File: src/hdl/skhs_pkg.sv
package skhs_pkg;

    localparam int unsigned MOD_W = 28;
    localparam int unsigned MAG_W = 35;
    localparam int unsigned HASH_W = 32;

    localparam logic [MOD_W-1:0] POLY_MOD = 28'd167772161;
    localparam logic [MOD_W-1:0] POLY_ONE = 28'd1;
    localparam logic signed [8:0] LETTER_A = 9'sd65;
    localparam logic [HASH_W-1:0] DJB_START = 32'd5381;
    localparam int unsigned ROT_AMT = 13;

    // POLY_MOD = 5 * 2^25 + 1; quotient estimate is (mag >> 25) / 5
    localparam int unsigned QSHIFT = 25;
    localparam int unsigned QTOP_W = MAG_W - QSHIFT;
    localparam logic [17:0] RECIP_5 = 18'd205;

    typedef enum logic [1:0] {
        SEL_POLY = 2'd0,
        SEL_ROT  = 2'd1,
        SEL_DJB  = 2'd2
    } hash_sel_t;

endpackage

File: src/hdl/string_key_hash_select.sv
// string_key_hash_select
// Hashes a key delivered one byte per beat on the input channel
// (in_valid/in_ready, key_byte, last_byte). The beat with last_byte set
// closes the key; one 32-bit hash_value beat then appears on the output
// channel (out_valid/out_ready). Bytes without last_byte give no output.
// cfg_wr_en/cfg_wr_data write hash_select (0 polynomial mod 167772161,
// 1 rotating, 2 or 3 djb2) and restart the running hash; write it only
// with the pipe empty.
// Throughput: one byte per cycle while no last byte waits on a full output
// register. The power register (times 72 mod M) and the accumulator are the
// only loops. A last byte passes the input, magnitude and term registers,
// then the accumulator writes its hash into the output register, which
// drives hash_value.
// Reset: select back to polynomial, running hash to its start value,
// pipe and output emptied.
// Output stall: the output register holds its beat; bytes keep flowing
// through the pipe and only a last byte waits in front of a full output
// register, backing up the pipe one stage at a time.
module string_key_hash_select (
    input  logic        clk,
    input  logic        rst_n,
    input  logic        in_valid,
    output logic        in_ready,
    input  logic [7:0]  key_byte,
    input  logic        last_byte,
    output logic        out_valid,
    input  logic        out_ready,
    output logic [31:0] hash_value,
    input  logic        cfg_wr_en,
    input  logic [1:0]  cfg_wr_data
);
    import skhs_pkg::*;

    logic [1:0]        sel_reg;
    logic [HASH_W-1:0] hash_reg, hash_next;
    logic [MOD_W-1:0]  pm_reg, pm_next;

    logic              v1_reg, v2_reg, v3_reg, out_valid_reg;
    logic [7:0]        b1_reg, b2_reg, b3_reg;
    logic              l1_reg, l2_reg, l3_reg;
    logic [MOD_W-1:0]  p1_reg;
    logic [MAG_W-1:0]  mag_reg, mag_next;
    logic              neg2_reg, neg_next;
    logic signed [MOD_W:0] term_reg, term_next;
    logic [HASH_W-1:0] out_reg;

    logic in_fire, adv1, adv2, adv3, out_free;

    logic [MAG_W-1:0]  pm_x72;
    logic [MOD_W-1:0]  pm_red;
    logic [MOD_W-1:0]  term_rem;
    logic signed [8:0] dval;
    logic [7:0]        dmag;

    logic signed [MOD_W+1:0] acc_sum, acc_fix;
    logic signed [MOD_W+1:0] mod_s;
    logic [HASH_W-1:0] rot_h, hash_upd, start_val;

    // handshake through the pipe
    assign out_free = !out_valid_reg || out_ready;
    assign adv3     = v3_reg && (!l3_reg || out_free);
    assign adv2     = v2_reg && (!v3_reg || adv3);
    assign adv1     = v1_reg && (!v2_reg || adv2);
    assign in_ready = !v1_reg || adv1;
    assign in_fire  = in_valid && in_ready;

    // power update: pm * 72 mod M
    assign pm_x72 = ({{(MAG_W-MOD_W){1'b0}}, pm_reg} << 6)
                  + ({{(MAG_W-MOD_W){1'b0}}, pm_reg} << 3);

    skhs_mod_reduce u_pm_reduce (
        .mag (pm_x72),
        .rem (pm_red)
    );

    assign start_val = (sel_reg >= SEL_DJB) ? DJB_START : '0;

    always_comb
    begin
        if (in_fire && last_byte)
        begin
            pm_next = POLY_ONE;
        end
        else if (in_fire)
        begin
            pm_next = pm_red;
        end
        else
        begin
            pm_next = pm_reg;
        end
    end

    // stage 1: |byte - 'A'| * power
    assign dval     = $signed({b1_reg[7], b1_reg}) - LETTER_A;
    assign neg_next = dval[8];
    assign dmag     = neg_next ? 8'(-dval) : dval[7:0];
    assign mag_next = {{(MAG_W-8){1'b0}}, dmag} * {{(MAG_W-MOD_W){1'b0}}, p1_reg};

    // stage 2: truncated remainder, sign restored
    skhs_mod_reduce u_term_reduce (
        .mag (mag_reg),
        .rem (term_rem)
    );

    assign term_next = neg2_reg ? -$signed({1'b0, term_rem}) : $signed({1'b0, term_rem});

    // stage 3: accumulate
    assign mod_s   = $signed({2'b00, POLY_MOD});
    assign acc_sum = $signed({hash_reg[MOD_W], hash_reg[MOD_W:0]})
                   + $signed({term_reg[MOD_W], term_reg});
    assign rot_h   = hash_reg + {24'b0, b3_reg};

    always_comb
    begin
        if (acc_sum >= mod_s)
        begin
            acc_fix = acc_sum - mod_s;
        end
        else if (acc_sum <= -mod_s)
        begin
            acc_fix = acc_sum + mod_s;
        end
        else
        begin
            acc_fix = acc_sum;
        end
    end

    always_comb
    begin
        unique case (sel_reg)
            SEL_POLY:
            begin
                hash_upd = {{(HASH_W-MOD_W-2){acc_fix[MOD_W+1]}}, acc_fix};
            end
            SEL_ROT:
            begin
                hash_upd = rot_h - {rot_h[HASH_W-ROT_AMT-1:0], rot_h[HASH_W-1:HASH_W-ROT_AMT]};
            end
            default:
            begin
                hash_upd = (hash_reg << 5) + hash_reg + {{24{b3_reg[7]}}, b3_reg};
            end
        endcase
    end

    always_comb
    begin
        if (adv3 && l3_reg)
        begin
            hash_next = start_val;
        end
        else if (adv3)
        begin
            hash_next = hash_upd;
        end
        else
        begin
            hash_next = hash_reg;
        end
    end

    // control state
    always_ff @(posedge clk or negedge rst_n)
    begin
        if (!rst_n)
        begin
            sel_reg       <= SEL_POLY;
            hash_reg      <= '0;
            pm_reg        <= POLY_ONE;
            v1_reg        <= 1'b0;
            v2_reg        <= 1'b0;
            v3_reg        <= 1'b0;
            out_valid_reg <= 1'b0;
        end
        else
        begin
            if (cfg_wr_en)
            begin
                sel_reg  <= cfg_wr_data;
                hash_reg <= (cfg_wr_data >= SEL_DJB) ? DJB_START : '0;
                pm_reg   <= POLY_ONE;
            end
            else
            begin
                hash_reg <= hash_next;
                pm_reg   <= pm_next;
            end
            v1_reg        <= in_fire || (v1_reg && !adv1);
            v2_reg        <= adv1 || (v2_reg && !adv2);
            v3_reg        <= adv2 || (v3_reg && !adv3);
            out_valid_reg <= (adv3 && l3_reg) || (out_valid_reg && !out_ready);
        end
    end

    // payload
    always_ff @(posedge clk)
    begin
        if (in_fire)
        begin
            b1_reg <= key_byte;
            l1_reg <= last_byte;
            p1_reg <= pm_reg;
        end
        if (adv1)
        begin
            b2_reg   <= b1_reg;
            l2_reg   <= l1_reg;
            mag_reg  <= mag_next;
            neg2_reg <= neg_next;
        end
        if (adv2)
        begin
            b3_reg   <= b2_reg;
            l3_reg   <= l2_reg;
            term_reg <= term_next;
        end
        if (adv3 && l3_reg)
        begin
            out_reg <= hash_upd;
        end
    end

    assign out_valid  = out_valid_reg;
    assign hash_value = out_reg;

`ifndef SYNTHESIS
    a_pm_range: assert property (@(posedge clk) disable iff (!rst_n)
        (pm_reg != '0) && (pm_reg < POLY_MOD))
        else $error("power register out of range");

    a_poly_range: assert property (@(posedge clk) disable iff (!rst_n)
        (sel_reg == SEL_POLY) |->
        ($signed(hash_reg) < $signed({4'b0, POLY_MOD}))
        && ($signed(hash_reg) > -$signed({4'b0, POLY_MOD})))
        else $error("polynomial accumulator out of range");

    a_term_range: assert property (@(posedge clk) disable iff (!rst_n)
        v2_reg |-> (term_rem < POLY_MOD))
        else $error("term remainder not reduced");

    a_out_source: assert property (@(posedge clk) disable iff (!rst_n)
        $rose(out_valid_reg) |-> $past(adv3 && l3_reg))
        else $error("output beat without a last byte");
`endif

endmodule

File: src/hdl/skhs_mod_reduce.sv
module skhs_mod_reduce (
    input  logic [skhs_pkg::MAG_W-1:0] mag,
    output logic [skhs_pkg::MOD_W-1:0] rem
);
    import skhs_pkg::*;

    logic [QTOP_W-1:0] top;
    logic [17:0]       q_scaled;
    logic [7:0]        q_est;
    logic [MAG_W-1:0]  q_mod;
    logic [MAG_W:0]    diff;
    logic [MAG_W:0]    fixed;

    // q_est is the true quotient or one above it
    assign top      = mag[MAG_W-1:QSHIFT];
    assign q_scaled = {{(18-QTOP_W){1'b0}}, top} * RECIP_5;
    assign q_est    = q_scaled[17:10];
    assign q_mod    = {{(MAG_W-8){1'b0}}, q_est} * {{(MAG_W-MOD_W){1'b0}}, POLY_MOD};
    assign diff     = {1'b0, mag} - {1'b0, q_mod};
    assign fixed    = diff[MAG_W] ? (diff + {{(MAG_W+1-MOD_W){1'b0}}, POLY_MOD}) : diff;
    assign rem      = fixed[MOD_W-1:0];

endmodule

File: config.mk
export PLATFORM = sky130hd
export DESIGN_NAME = string_key_hash_select
export DESIGN_NICKNAME = d
export VERILOG_FILES = /design/src/hdl/skhs_pkg.sv /design/src/hdl/string_key_hash_select.sv /design/src/hdl/skhs_mod_reduce.sv
export SDC_FILE = /design/constraint.sdc
export NUM_CORES = 2
export LEC_CHECK = 0
export ABC_AREA = 0
export BUFFER_PORTS_ARGS = -buffer_cell sky130_fd_sc_hd__buf_2
export CAP_MARGIN = 10
export CORE_ASPECT_RATIO = 1.2
export CORE_MARGIN = 1.5
export CORE_UTILIZATION = 53
export CTS_BUF_LIST = sky130_fd_sc_hd__clkbuf_4 sky130_fd_sc_hd__clkbuf_8
export DETAILED_ROUTE_END_ITERATION = 6
export GPL_ROUTABILITY_DRIVEN = 0
export PLACE_DENSITY = 0.66
export SYNTH_ARGS = -nofsm -noshare
export SYNTH_HDL_FRONTEND = slang
export SYNTH_SLANG_ARGS = --single-unit
File: constraint.sdc
create_clock -name clk -period 22 [get_ports clk]
set_clock_uncertainty 0.1 [all_clocks]
set_input_delay 1.1 -clock clk [delete_from_list [all_inputs] [get_ports clk]]
set_output_delay 1.1 -clock clk [all_outputs]
set_load 0.02 [all_outputs]
==> summary.md <==
| Metric | Value |
|---|---|
| Yosys cell types | `104` |
| HP Start | `l1_reg$_DFFE_PP_` |
| Synth Cell Area | `29900 um^2` |
| Post-CTS Hold Buffers | `0` |
| Main combinational cell family by area after synthesis | `adder cells` |
| Primary FF master, synth | `edfxtp_1` |
| Gr usage total | `28.5%` |
| Horiz. Die Dim | `220 um` |
| Worst min path class | `reg -> reg` |
| Outcome | `finished, final reports clean` |
| Largest cells by area after synthesis | `edfxtp_1 (15%), fa_1 (15%), ha_1 (14%), xnor2_1 (6.8%), dfrtp_1 (5.4%)` |
| Most instantiated cells after synthesis | `inv_1 (369), ha_1 (346), nand2_1 (308), xnor2_1 (231), fa_1 (225)` |
| CTS tree | `built` |
| Post-CTS sizing | `0` |
| Vias in the first global route | `25500` |
| Crit path largest cell delay | `between 500 and 600 ps` |
| Post-CTS setup buffers | `0` |
| Pin count of the biggest net entering global routing | `between 40 and 50` |
| Remaining DRCs | `0` |
| Placeable Area | `55900 um^2` |
| CTS buffer count | `43` |
| Area Overhead vs Synth | `7.09%` |
| Clk slew on worst S/H paths | `60 ps` |
| CP startpoint kind | `register` |
| Worst r2r src | `pm_reg[3]$_DFFE_PN0P_` |
| Initial antenna violation count | `0` |
| WL met3 | `about 3.8 mm` |
| Yosys warns | `0` |
| Layout Utilization | `57.4%` |
| First-pass DRT Iterations | `5` |
| Post-synth EDFFs | `152` |
| Die span in y | `263 um` |
| RSZ-0062 raised after global routing | `false` |
| Worst-margin pin slew | `1240 ps` |
| Global route overflow | `0` |
| Port Buffer Count | `49` |
| Number of H-tree levels | `2` |
| CTS root buffer | `clkbuf_8` |
| Post-synthesis compound-gate area fraction | `15.2%` |
| Rows | `95` |
| Synth Instances | `3317` |
| Endpoint class of the critical path | `register` |
| Top Metal Used | `met4` |
| Seq cells post-synth | `~220` |
| Met2 wire len | `40.6 mm` |
| Clock buffer depth | `3` |
| Post-DRT Antenna Nets | `0` |
| Hold Fails Final Rpt | `0` |
| Worst-path fanout max | `13` |
| Yosys top cell by area | `edfxtp_1` |
| Post-Syn Nets | `3904` |
| M1 WL | `32.6 mm` |
| Slew headroom | `16.9%` |
| CP max stage cell | `fa_1` |
| Fin Setup TNS | `0 ps` |
| Fill cell count | `5018` |
| Area share of the largest cell type after synthesis | `roughly 15%` |
| Fmax achieved | `77.0 MHz` |
| Critical path origin | `pm_reg[3]$_DFFE_PN0P_` |
| Drt total wl | `81.9 mm` |
| Later-pin clock latency in the skew report | `640 ps` |
| Fin nets | `3951` |
| Final Worst Setup Slack | `approximately 9000 ps` |
| Seq/Total Area, Yosys | `20.8%` |
| Post-synthesis xor/xnor area fraction | `10.4%` |
| Routed vias/inst | `6.03` |
| WP data required | `between 20000 and 25000 ps` |
| Critical Setup Path Class | `reg -> reg` |
| Hold_ws | `321 ps` |
| Global-route wire length before repair | `~130 mm` |
| Count leader, synth | `inv_1` |
| Final HPWL DP | `65.0 mm` |
| CP dominant cell by count | `ha_1` |
| Die ar. | `57900 um^2` |
| Placement Setup Slack | `9100 ps` |
| Critical path arrival | `13410 ps` |
| Wire length per cell | `19.9 um` |
| Layout cells sized above 1 | `~6.7%` |
| Post-Synth Adder-Cell Area | `29.6%` |
| Starting DRT DRC Count | `roughly 1600` |
| Post-synthesis mux area share | `0.790%` |
| I/O Pins | `50` |
| Synth async-reset ratio | `30.3%` |
| Initial core utilization | `between 50 and 60%` |
| Max-slew violation count | `0` |
| Post-layout minimum cycle time | `12990 ps` |
| Number of max-cap violations | `0` |
| Clock sinks | `218` |
| Max FFs per register | `35` |
| Simple-gate area share of the yosys netlist | `17.7%` |
| # setup viols final | `0` |
| Final period util | `59.1%` |
| Syn Area/Cell | `9.02 um^2` |
| Routed vias | `24900` |
-- per-stage QoR --
stage,area [um^2],instances
floorplan,29900,3317
global placement,31100,4046
detailed placement,31100,4046
CTS,32100,4125
global route,32100,4125
finish,32100,4126
-- layout make-up --
cell class	count	area, um^2	share of cell area (%)
repair buffers	70	405	1.26
diodes	1	2.50	0.00781
well taps	727	910	2.84
inverters	370	1390	4.33
clock buffers	61	771	2.40
clock inverters	18	224	0.699
flip-flops and latches	218	6220	19.4
multi-input cells	2661	22100	69.1
-- placed cells by master, fill, tap and decap left out, types with 44 or more instances in the layout --
master and count:
inv_1 369, ha_1 346, nand2_1 308, xnor2_1 226
fa_1 225, nor2_1 173, a21oi_1 155, edfxtp_1 152
o21ai_0 126, and2_1 123, xor2_1 114, nor3_1 88
nand3_1 80, dfrtp_1 65, a21o_1 54, clkbuf_8 50
buf_2 48, or3_1 44
-- worst max-delay path: cells and delay by family (launching register included) --
kind                     cells  cell delay (ps)
AND/OR/NAND/NOR             11             2400
adder cells (fa/ha/maj)     11             4120
AO/OA/AOI/OAI               20             4170
flip-flops                   1              410
XOR/XNOR                     6             1360
buffers and inverters        3              300
-- kinds of logic after synthesis --
group	Yosys count
compound gates	664
xor+xnor	350
flops	218
mux	23
simple gates	1051
buf+inv	438
fa+ha+maj	573
-- metal layers --
metal	vias up	track usage (%)
li1	11700	-
met2	837	50.0
met5	-	0
met1	12100	33.6
met4	0	15.7
met3	262	3.15
-- final timing paths --
kind	to	slack [ps]	cells past startpoint
max in group asynchronous	pm_reg[24]$_DFFE_PN0P_	20430	2
min reg2reg	l2_reg$_DFFE_PP_	320	0
min in group asynchronous	hash_reg[3]$_DFFE_PN0P_	340	1
min	l2_reg$_DFFE_PP_	320	0
max	pm_reg[26]$_DFFE_PN0P_	9010	51
max reg2reg	pm_reg[26]$_DFFE_PN0P_	9010	51
Power is left out: the tool's default activity adds up to more than one toggle a clock period on the data nets, which glitch-free logic cannot reach.
